[config.mk]
export PLATFORM = sky130hd
export DESIGN_NAME = sard_id_gen
export DESIGN_NICKNAME = d
export VERILOG_FILES = /design/src/rtl/sard_pkg.sv /design/src/rtl/sard_id_gen.sv
export SDC_FILE = /design/constraint.sdc
export NUM_CORES = 1
export LEC_CHECK = 0
export ABC_AREA = 1
export BUFFER_PORTS_ARGS = -buffer_cell sky130_fd_sc_hd__clkbuf_2
export CORE_MARGIN = 2
export CORE_UTILIZATION = 53
export DETAILED_ROUTE_END_ITERATION = 8
export PLACE_DENSITY = 0.75
export SLEW_MARGIN = 25
export SYNTH_ARGS = -nofsm -noshare
export SYNTH_HDL_FRONTEND = slang
export SYNTH_SLANG_ARGS = --single-unit
export TNS_END_PERCENT = 100
[constraint.sdc]
create_clock -name clk_i -period 2.85 [get_ports clk_i]
set_input_delay 0.4275 -clock clk_i [delete_from_list [all_inputs] [get_ports clk_i]]
set_output_delay 0.4275 -clock clk_i [all_outputs]
set_load 0.03 [all_outputs]
[src/rtl/sard_pkg.sv]
package sard_pkg;

  localparam int unsigned SLOTS      = 1024;
  localparam int unsigned SLOT_W     = $clog2(SLOTS);
  localparam int unsigned CFG_SLOT_W = 11;
  localparam int unsigned CNT_W      = (SLOT_W + 1 > CFG_SLOT_W) ? SLOT_W + 1 : CFG_SLOT_W;
  localparam int unsigned TIME_W     = 32;
  localparam int unsigned ID_W       = 32;
  localparam int unsigned FUNC_W     = 2;
  localparam int unsigned STAT_W     = 2;
  localparam int unsigned CFG_IDX_W  = 3;
  localparam int unsigned CFG_DATA_W = 32;

  typedef enum logic [FUNC_W-1:0] {
    FUNC_ALLOC = 2'd0,
    FUNC_FREE  = 2'd1,
    FUNC_CLEAR = 2'd2,
    FUNC_NONE  = 2'd3
  } func_e;

  typedef enum logic [STAT_W-1:0] {
    STAT_OK        = 2'd0,
    STAT_FULL      = 2'd1,
    STAT_BAD_INDEX = 2'd2
  } status_e;

  typedef enum logic [CFG_IDX_W-1:0] {
    CFG_RESERVED_SLOTS = 3'd0,
    CFG_SLOTS_IN_USE   = 3'd1,
    CFG_START_GRACE    = 3'd2,
    CFG_REUSE_DELAY    = 3'd3,
    CFG_ID_RES_LOW     = 3'd4,
    CFG_ID_RES_HIGH    = 3'd5
  } cfg_idx_e;

  typedef struct packed {
    logic issue;
    logic restart;
  } id_ctrl_t;

  typedef struct packed {
    logic              free;
    logic [TIME_W-1:0] freed_at;
  } slot_entry_t;

endpackage

[src/rtl/sard_id_gen.sv]
module sard_id_gen (
  input  logic                       clk_i,
  input  logic                       rst_ni,
  input  sard_pkg::id_ctrl_t         ctrl_i,
  input  logic [sard_pkg::ID_W-1:0]  res_low_i,
  input  logic [sard_pkg::ID_W-1:0]  res_high_i,
  output logic [sard_pkg::ID_W-1:0]  id_o
);

  logic [sard_pkg::ID_W-1:0] next_q;
  logic [sard_pkg::ID_W-1:0] next_d;
  logic [sard_pkg::ID_W-1:0] base;

  // jump over the reserved range before issuing
  always_comb begin
    base = (next_q == res_low_i - sard_pkg::ID_W'(1)) ? res_high_i + sard_pkg::ID_W'(1)
                                                     : next_q;
    id_o   = base;
    next_d = next_q;
    if (ctrl_i.restart) begin
      next_d = sard_pkg::ID_W'(1);
    end else if (ctrl_i.issue) begin
      next_d = base + sard_pkg::ID_W'(1);
    end
  end

  always_ff @(posedge clk_i or negedge rst_ni) begin
    if (!rst_ni) begin
      next_q <= sard_pkg::ID_W'(1);
    end else begin
      next_q <= next_d;
    end
  end

endmodule

==> results of run 1 <==
-- per-stage QoR --
step / std cells / hold slack (ns) / setup WS [ns] / utilization, %
2_1_floorplan: 1064 / 0.1319 / -0.1816 / -
3_3_place_gp: 1483 / 0.5057 / -0.6030 / 74.93
3_5_place_dp: 1483 / 0.5164 / -0.6333 / 74.93
4_1_cts: 1533 / 0.2425 / -0.2720 / 87.40
-- cells by family after synthesis --
group,synth area share (%)
AND/OR/NAND/NOR,58.80
XOR/XNOR,9.079
adder cells (fa/ha/maj),0.6486
AO/OA/AOI/OAI,6.399
flip-flops,13.86
buffers and inverters,11.22
-- routing by layer --
metal,GRT overflow,track usage [%]
met1,12,85.50
met2,1087,146.5
met3,5,66.00
met4,290,122.9
met5,1,22.77
-- synthesized netlist by cell type (2+ instances only) --
| master | n | area [µm²] |
|---|---|---|
| sky130_fd_sc_hd__xor2_1 | 32 | 280.3 |
| sky130_fd_sc_hd__a21oi_1 | 12 | 60.06 |
| sky130_fd_sc_hd__nand3_2 | 5 | 50.05 |
| sky130_fd_sc_hd__o21ai_2 | 5 | 43.79 |
| sky130_fd_sc_hd__nor2_2 | 23 | 143.9 |
| sky130_fd_sc_hd__o211ai_1 | 2 | 15.01 |
| sky130_fd_sc_hd__buf_6 | 7 | 78.83 |
| sky130_fd_sc_hd__o21ai_1 | 9 | 45.04 |
| sky130_fd_sc_hd__nor2_4 | 12 | 135.1 |
| sky130_fd_sc_hd__o21ai_4 | 3 | 48.80 |
| sky130_fd_sc_hd__dfrtp_1 | 31 | 775.7 |
| sky130_fd_sc_hd__nand2_4 | 4 | 45.04 |
| sky130_fd_sc_hd__nor3_2 | 2 | 20.02 |
| sky130_fd_sc_hd__nand3b_1 | 6 | 45.04 |
| sky130_fd_sc_hd__nand3_1 | 82 | 410.4 |
| sky130_fd_sc_hd__buf_1 | 2 | 7.510 |
| sky130_fd_sc_hd__ha_1 | 3 | 37.54 |
| sky130_fd_sc_hd__nor2_1 | 156 | 585.6 |
| sky130_fd_sc_hd__inv_2 | 7 | 26.28 |
| sky130_fd_sc_hd__clkbuf_1 | 4 | 15.01 |
| sky130_fd_sc_hd__nand2_1 | 382 | 1434 |
| sky130_fd_sc_hd__nor4_1 | 5 | 31.28 |
| sky130_fd_sc_hd__nand4_1 | 39 | 244.0 |
| sky130_fd_sc_hd__inv_1 | 132 | 495.5 |
| sky130_fd_sc_hd__nor2_8 | 2 | 40.04 |
| sky130_fd_sc_hd__o22ai_1 | 4 | 25.02 |
| sky130_fd_sc_hd__xnor2_1 | 28 | 245.2 |
| sky130_fd_sc_hd__nand2_2 | 16 | 100.1 |
| sky130_fd_sc_hd__o21ai_0 | 22 | 110.1 |
| sky130_fd_sc_hd__or2_2 | 2 | 12.51 |
| sky130_fd_sc_hd__nor3_1 | 13 | 65.06 |
-- repair_timing --
action	CTS
hold buffers	0
gates resized for setup	241
buffers inserted	38
setup endpoints to repair	61
gates cloned	4
pin swaps	64
==> flow_metrics.py, run 1 <==
metrics = {
    "placement": {
        "gp_routability_congestion": 1.004,
        "postPlaceCellArea_um2": 8051,
        "place.port_buffers": 99,
        "hpwl_um": 18810,
    },
    "clock_network": {
        "root_buffer": "sky130_fd_sc_hd__clkbuf_8",
        "max-clock-path-buffers": 2,
        "cts-buffers-inserted": 5,
        "htreeDepth": 2,
        "cts_num_sinks": 32,
    },
    "sta": {
        "grt_repair_worst_endpoint": "next_q[30]$_DFFE_PN0P_/D",
        "worst-endpoint-pin-kind": "sequential cell input",
    },
    "yosys": {
        "post_synth_num_cell_types": 43,
        "async_reset_ff_share_pct": 100.0,
        "syn_area_um2": 5788,
        "syn_nets": 1135,
        "synth.ff_latch_count": 32,
        "synthFlopType": "sky130_fd_sc_hd__dfrtp_1",
        "synth.avg_cell_area_um2": 5.440,
        "yosysWarnings": 0,
        "syn_inst": 1064,
        "synth_seq_area_share_pct": 13.86,
        "number_of_enable_type_register_cells_in_the_synthesized_netlist": 0,
    },
    "die": {
        "die_y_um": 108.5,
        "floorplan.rows": 38,
        "ioPinCount": 100,
        "die_x_um": 108.5,
        "floorplan.initialDensity_pct": 53.87,
    },
    "outcome": {
        "failing_step": "global routing (5_1_grt)",
        "status": "stopped before the end",
        "tool.error": "[ERROR GRT-0232] Routing congestion too high. Check the congestion heatmap in the GUI.",
    },
    "global_route": {
        "gr-usage-all-layers_pct": 102.0,
        "gr-total-overflow": 1395,
        "grt_start_max_net_pins": 33,
    },
}
==> run 2, diff against run 1 <==
--- a/config.mk
+++ b/config.mk
@@ -8,9 +8,9 @@
 export ABC_AREA = 1
 export BUFFER_PORTS_ARGS = -buffer_cell sky130_fd_sc_hd__clkbuf_2
 export CORE_MARGIN = 2
-export CORE_UTILIZATION = 53
+export CORE_UTILIZATION = 40
 export DETAILED_ROUTE_END_ITERATION = 8
-export PLACE_DENSITY = 0.75
+export PLACE_DENSITY_LB_ADDON = 0.15
 export SLEW_MARGIN = 25
 export SYNTH_ARGS = -nofsm -noshare
 export SYNTH_HDL_FRONTEND = slang
==> constraint.sdc (replaced) <==
create_clock -name clk_i -period 3.7 [get_ports clk_i]
set_input_delay 0.555 -clock clk_i [delete_from_list [all_inputs] [get_ports clk_i]]
set_output_delay 0.555 -clock clk_i [all_outputs]
set_load 0.03 [all_outputs]
==> flow_metrics.py, run 2 <==
metrics = {
    "outcome": {
        "status": "complete, no violations",
    },
    "layout": {
        "largest_reg_flops": 32,
        "multi_input_comb_area_um2": 4410,
        "register_containing_the_most_flip_flops_in_the_final_layout": "next_q",
        "post_layout_nonfiller_instances": 1397,
        "most-common-layout-cells": "sky130_fd_sc_hd__nand2_1, sky130_fd_sc_hd__nor2_1, sky130_fd_sc_hd__inv_1",
        "layout_top_registers": "next_q x32",
        "drive_gt1_share_pct": 21.94,
        "commonest_non_fill_non_tap_cell_in_the_layout": "sky130_fd_sc_hd__nand2_1",
        "diodes": 0,
        "nets": 1287,
        "syn_to_final_growth_pct": 22.91,
        "layout.area.seq_um2": 802.0,
        "fillCellCount": 1579,
    },
    "clock_network": {
        "htreeDepth": 2,
        "clk_pin_slew_ns": 0.05,
        "root_buffer": "sky130_fd_sc_hd__clkbuf_16",
        "cts_num_sinks": 32,
        "insertion_delay_ns": 0.28,
        "cts_tree": "done",
        "cts-buffers-inserted": 5,
        "max-clock-path-buffers": 2,
        "hold_buffers": 0,
    },
    "routing": {
        "postRouteWirelength_um": 21160,
        "sum_of_met3_wire_segment_lengths_after_detailed_routing_um": 1305,
        "met2RoutedLength_um": 9678,
        "dr.max_layer_used": "met4",
        "wire_per_inst_um": 15.15,
        "vias": 7144,
        "route.detailed.drc": 0,
        "drt-pass1-iter-count": 6,
        "initialDrtViolationCount": 699,
        "routed_length_on_met1_um": 9464,
        "routed_via_density": 5.114,
        "drtAntennaViolNets": 0,
    },
    "sta": {
        "post-route-min-period_ns": 3.529,
        "setup-violations-final": 0,
        "final.setup_skew_ns": 0.005330,
        "maxClockFrequency_mhz": 283.4,
        "hold_slack_ns": 0.3439,
        "worst_pin_slew_ns": 0.7780,
        "drv_slew": 0,
        "finalHoldViolCount": 0,
        "timing.final.crit_share_pct": 95.37,
        "timing.setup.tns_ns": 0,
        "maxSlewHeadroom_pct": 48.13,
    },
    "power": {
        "power.static_leakage_nw": 3.669,
        "totalPowerFinal_mw": 1.064,
        "power_density_nw_per_um2": 149.6,
        "vdd_ir_drop_max_mv": 0.1678,
    },
    "die": {
        "floorplan.initialDensity_pct": 41.38,
        "die_x_um": 124.3,
        "coreArea_um2": 13990,
        "floorplan.die_area_um2": 15450,
        "die_y_um": 124.3,
        "ioPinCount": 100,
        "floorplan.rows": 43,
    },
    "global_route": {
        "gr-usage-all-layers_pct": 26.46,
        "grt_start_max_net_pins": 33,
        "global_route_wire_length_before_repair_um": 33180,
        "number_of_global_route_vias_before_repair": 6582,
        "gr-total-overflow": 0,
        "grt_antenna_before_repair": 0,
    },
    "run": {
        "maxCapViolations": 0,
    },
    "placement": {
        "place.port_buffers": 99,
        "post-place-cells": 1382,
        "gp_routability_congestion": 0.9846,
        "hpwl_um": 18110,
    },
    "yosys": {
        "syn_nets": 1135,
        "syn_area_um2": 5788,
        "synthFlopType": "sky130_fd_sc_hd__dfrtp_1",
        "syn_inst": 1064,
        "yosysWarnings": 0,
        "number_of_enable_type_register_cells_in_the_synthesized_netlist": 0,
        "synth_top_area_share_pct": 24.77,
        "async_reset_ff_share_pct": 100.0,
        "synth_area_leader_cell": "sky130_fd_sc_hd__nand2_1",
        "synth_seq_area_share_pct": 13.86,
        "yosys.cell_count.top_type": "sky130_fd_sc_hd__nand2_1",
        "post_synth_main_area_contributors": "sky130_fd_sc_hd__nand2_1, sky130_fd_sc_hd__dfrtp_1, sky130_fd_sc_hd__nor2_1",
        "synth.ff_latch_count": 32,
        "synth.avg_cell_area_um2": 5.440,
        "post_synth_num_cell_types": 43,
        "yosys-top-cells-count": "sky130_fd_sc_hd__nand2_1, sky130_fd_sc_hd__nor2_1, sky130_fd_sc_hd__inv_1",
    },
    "critical_path": {
        "cp_slowest_cell": "sky130_fd_sc_hd__buf_4",
        "criticalPathCategory": "input pin to output port",
        "cp_max_fo": 14,
        "crit_top_cell": "sky130_fd_sc_hd__nand2_1",
        "crit_path_cell_trace": "clkbuf_2 -> inv_1 -> ha_2 -> nand2_4 -> nor2_4 -> buf_4 -> nand3_1 -> nand2_1 -> nand2_1 -> nor2_2 -> nand3_1 -> nor2_2 -> nand3_4 -> buf_4 -> nand2_1 -> nand2_1 -> inv_1 -> clkbuf_4",
        "timing.critical_path.to_type": "output port",
        "worst_ep_required_time_ns": 3.14,
        "cpPeakStageDelay_ns": 0.23,
        "critical_path_arrival_ns": 2.97,
        "timing.critical_path.from_type": "input pin",
        "rrSetupSlack_ns": 0.53,
    },
    "hold_path": {
        "min-delay-path-class": "input pin to async pin",
    },
}
==> run 2: cell counts after synthesis <==
No cell type changed its count.
==> run 2: layer usage <==
metal	GRT usage [%]	vias up
met4	9.782	0
li1	-	3665
met3	1.589	49
met1	36.14	3153
met2	44.04	277
met5	0	-
==> run 2: through the flow <==
stage / area (µm²) / util (%) / worst slack, ns
final: 7114 / 50.86 / 0.1712
after floorplan: 5788 / - / 0.2140
after global placement: 6823 / 48.77 / -0.04070
after global routing: 7114 / 50.86 / -0.04472
after CTS: 6960 / 49.76 / 0.05147
after detailed placement: 6823 / 48.77 / -0.09139
==> run 2: cell families after synthesis <==
logic type / share of synthesized area, %
fa+ha+maj: 0.6486
compound gates: 6.399
buf+inv: 11.22
simple gates: 58.80
xor+xnor: 9.079
flops: 13.86
==> run 2: final cells by class <==
cell class | count | area share [%]
Sequential cell | 32 | 11.27
Tap cell | 180 | 3.166
Timing Repair Buffer | 161 | 14.25
Clock inverter | 1 | 0.07035
Inverter | 140 | 7.387
Multi-Input combinational cell | 876 | 61.99
Clock buffer | 7 | 1.864
==> run 2: path summary, 6_finish.rpt <==
check | endpoint | startpoint | depth (start not counted)
worst max register to register | next_q[26] | next_q[17] | 17
worst min register to register | next_q[20] | next_q[20] | 2
max in group asynchronous | next_q[8] | rst_ni | 1
worst min-delay path | next_q[25] | rst_ni | 1
min in group clk_i | next_q[20] | next_q[20] | 2
worst max-delay path | id_o[25] | res_low_i[0] | 18
==> run 2: repair_timing <==
action	CTS	global route
setup buffers	0	7
gates resized for setup	0	32
setup endpoints to repair	0	38
==> run 2: where the power goes <==
part	internal (mW)	leakage [nW]	total, mW	switching, mW
Sequential	0.354	0.443	0.357	0.00295
Clock	0.248	0.0679	0.393	0.145
Combinational	0.112	3.16	0.314	0.202
Total	0.714	3.67	1.06	0.350
==> run 2: critical path, delay by kind of cell <==
family,cells,cell delay (ns)
buf+inv,6,0.90
simple gates,11,1.30
fa+ha+maj,1,0.21
No activity file was read; power rests on OpenSTA's default activity.
==> run 3, diff against run 2 <==
--- a/config.mk
+++ b/config.mk
@@ -10,7 +10,7 @@
 export CORE_MARGIN = 2
 export CORE_UTILIZATION = 40
 export DETAILED_ROUTE_END_ITERATION = 8
-export PLACE_DENSITY_LB_ADDON = 0.15
+export PLACE_DENSITY = 0.68
 export SLEW_MARGIN = 25
 export SYNTH_ARGS = -nofsm -noshare
 export SYNTH_HDL_FRONTEND = slang
==> flow_metrics.py, run 3 (synthesized netlist as in run 2, its figures left out) <==
metrics = {
    "layout": {
        "post_layout_nonfiller_instances": 1403,
        "most-common-layout-cells": "sky130_fd_sc_hd__nand2_1, sky130_fd_sc_hd__nor2_1, sky130_fd_sc_hd__inv_1",
        "syn_to_final_growth_pct": 23.80,
        "largest_reg_flops": 32,
        "commonest_non_fill_non_tap_cell_in_the_layout": "sky130_fd_sc_hd__nand2_1",
        "register_containing_the_most_flip_flops_in_the_final_layout": "next_q",
        "drive_gt1_share_pct": 22.00,
        "layout_top_registers": "next_q x32",
        "diodes": 0,
        "nets": 1293,
    },
    "run": {
        "maxCapViolations": 0,
    },
    "clock_network": {
        "clk_pin_slew_ns": 0.05,
        "htreeDepth": 2,
        "cts_num_sinks": 32,
        "root_buffer": "sky130_fd_sc_hd__clkbuf_16",
        "cts-buffers-inserted": 5,
        "insertion_delay_ns": 0.28,
        "max-clock-path-buffers": 2,
        "cts_tree": "done",
        "hold_buffers": 0,
    },
    "critical_path": {
        "rrSetupSlack_ns": 0.55,
        "crit_buf_inv": 7,
        "criticalPathCategory": "input pin to output port",
        "cp_max_fo": 17,
        "cpPeakStageDelay_ns": 0.21,
        "timing.critical_path.to_type": "output port",
        "worst_ep_required_time_ns": 3.14,
        "timing.critical_path.from_type": "input pin",
        "cp_top_family": "simple AND/OR/NAND/NOR gates",
        "cp_slowest_cell": "sky130_fd_sc_hd__clkbuf_2",
        "crit_top_cell": "sky130_fd_sc_hd__nand2_1",
        "critical_path_arrival_ns": 2.93,
        "crit_path_cell_trace": "clkbuf_2 -> inv_1 -> ha_1 -> nand2_2 -> nor2_4 -> buf_4 -> nand3b_1 -> nand2_1 -> nand2_1 -> nor2_1 -> nand2_1 -> nor2_8 -> nand3_2 -> buf_12 -> buf_4 -> nand2_1 -> nand2_2 -> inv_2 -> clkbuf_2",
    },
    "routing": {
        "initialDrtViolationCount": 657,
        "drtAntennaViolNets": 0,
        "dr.max_layer_used": "met4",
        "wire_per_inst_um": 14.49,
        "postRouteWirelength_um": 20330,
        "drt-pass1-iter-count": 6,
        "routed_length_on_met1_um": 9113,
        "route.detailed.drc": 0,
        "met2RoutedLength_um": 9386,
        "vias": 7079,
        "routed_via_density": 5.046,
        "sum_of_met3_wire_segment_lengths_after_detailed_routing_um": 1132,
    },
    "placement": {
        "pre_cts_ws_ns": -0.04322,
        "place.port_buffers": 99,
        "hpwl_um": 17550,
        "gp_routability_congestion": 1.018,
        "post-place-cells": 1389,
    },
    "global_route": {
        "gr-total-overflow": 0,
        "global_route_wire_length_before_repair_um": 32950,
        "grt_antenna_before_repair": 0,
        "grt_start_max_net_pins": 33,
        "gr-usage-all-layers_pct": 26.08,
        "number_of_global_route_vias_before_repair": 6693,
    },
    "die": {
        "ioPinCount": 100,
        "floorplan.rows": 43,
        "floorplan.die_area_um2": 15450,
        "die_x_um": 124.3,
        "die_y_um": 124.3,
        "coreArea_um2": 13990,
        "floorplan.initialDensity_pct": 41.38,
    },
    "hold_path": {
        "min-delay-path-class": "input pin to async pin",
    },
    "sta": {
        "post-route-min-period_ns": 3.485,
        "rsz0062_at_grt": "true",
        "timing.setup.tns_ns": 0,
        "finalWorstSetupSlack_ns": 0.2152,
        "timing.final.crit_share_pct": 94.18,
        "finalHoldViolCount": 0,
        "final.setup_skew_ns": 0.005406,
        "maxClockFrequency_mhz": 287.0,
        "setup-violations-final": 0,
        "maxSlewHeadroom_pct": 47.27,
        "drv_slew": 0,
        "worst_pin_slew_ns": 0.7910,
        "hold_slack_ns": 0.3568,
    },
    "power": {
        "power.static_leakage_nw": 3.686,
        "vdd_ir_drop_max_mv": 0.1387,
        "power_density_nw_per_um2": 147.2,
    },
    "outcome": {
        "status": "complete, no violations",
    },
}
==> run 3: layout make-up <==
| type | instances | area (µm²) |
|---|---|---|
| fillers | 1520 | 6823 |
| multi-input cells | 876 | 4402 |
| repair buffers | 167 | 1074 |
| flip-flops and latches | 32 | 802.0 |
| inverters | 140 | 525.5 |
| well taps | 180 | 225.2 |
| clock buffers | 7 | 132.6 |
| clock inverters | 1 | 5.005 |
==> run 3: worst paths after layout <==
check                      depth (start not counted)          from         end
max                                               19  res_low_i[0]    id_o[21]
min                                                1        rst_ni   next_q[4]
max reg2reg                                       22     next_q[0]  next_q[29]
min in group clk_i                                 2     next_q[0]   next_q[0]
min reg2reg                                        2     next_q[0]   next_q[0]
max in group asynchronous                          1        rst_ni  next_q[21]
==> run 3: where the power goes <==
group          leakage, nW  switching (mW)  internal [mW]  total, mW
clock network       0.0679           0.141          0.248      0.389
registers            0.443         0.00277          0.354      0.357
logic                 3.18           0.198          0.110      0.309
==> run 3: timing repair <==
item / CTS / global route
buffers inserted: 0 / 6
gates resized for setup: 0 / 29
setup endpoints to repair: 0 / 41
==> run 3: layer usage <==
| metal | vias up | GRT usage, % |
|---|---|---|
| met3 | 47 | 1.632 |
| li1 | 3675 | - |
| met1 | 3084 | 35.05 |
| met4 | 0 | 9.848 |
| met5 | - | 0 |
| met2 | 273 | 43.97 |
==> run 3: stage by stage <==
| step | power (mW) | instance area (µm²) | util, % |
|---|---|---|---|
| 3_3_place_gp | 0.6645 | 6888 | 49.24 |
| 5_1_grt | 1.116 | 7166 | 51.23 |
| 2_1_floorplan | 0.5381 | 5788 | - |
| 4_1_cts | 1.055 | 7025 | 50.22 |
| 3_5_place_dp | 0.6660 | 6888 | 49.24 |
| 6_report | 1.055 | 7166 | 51.23 |
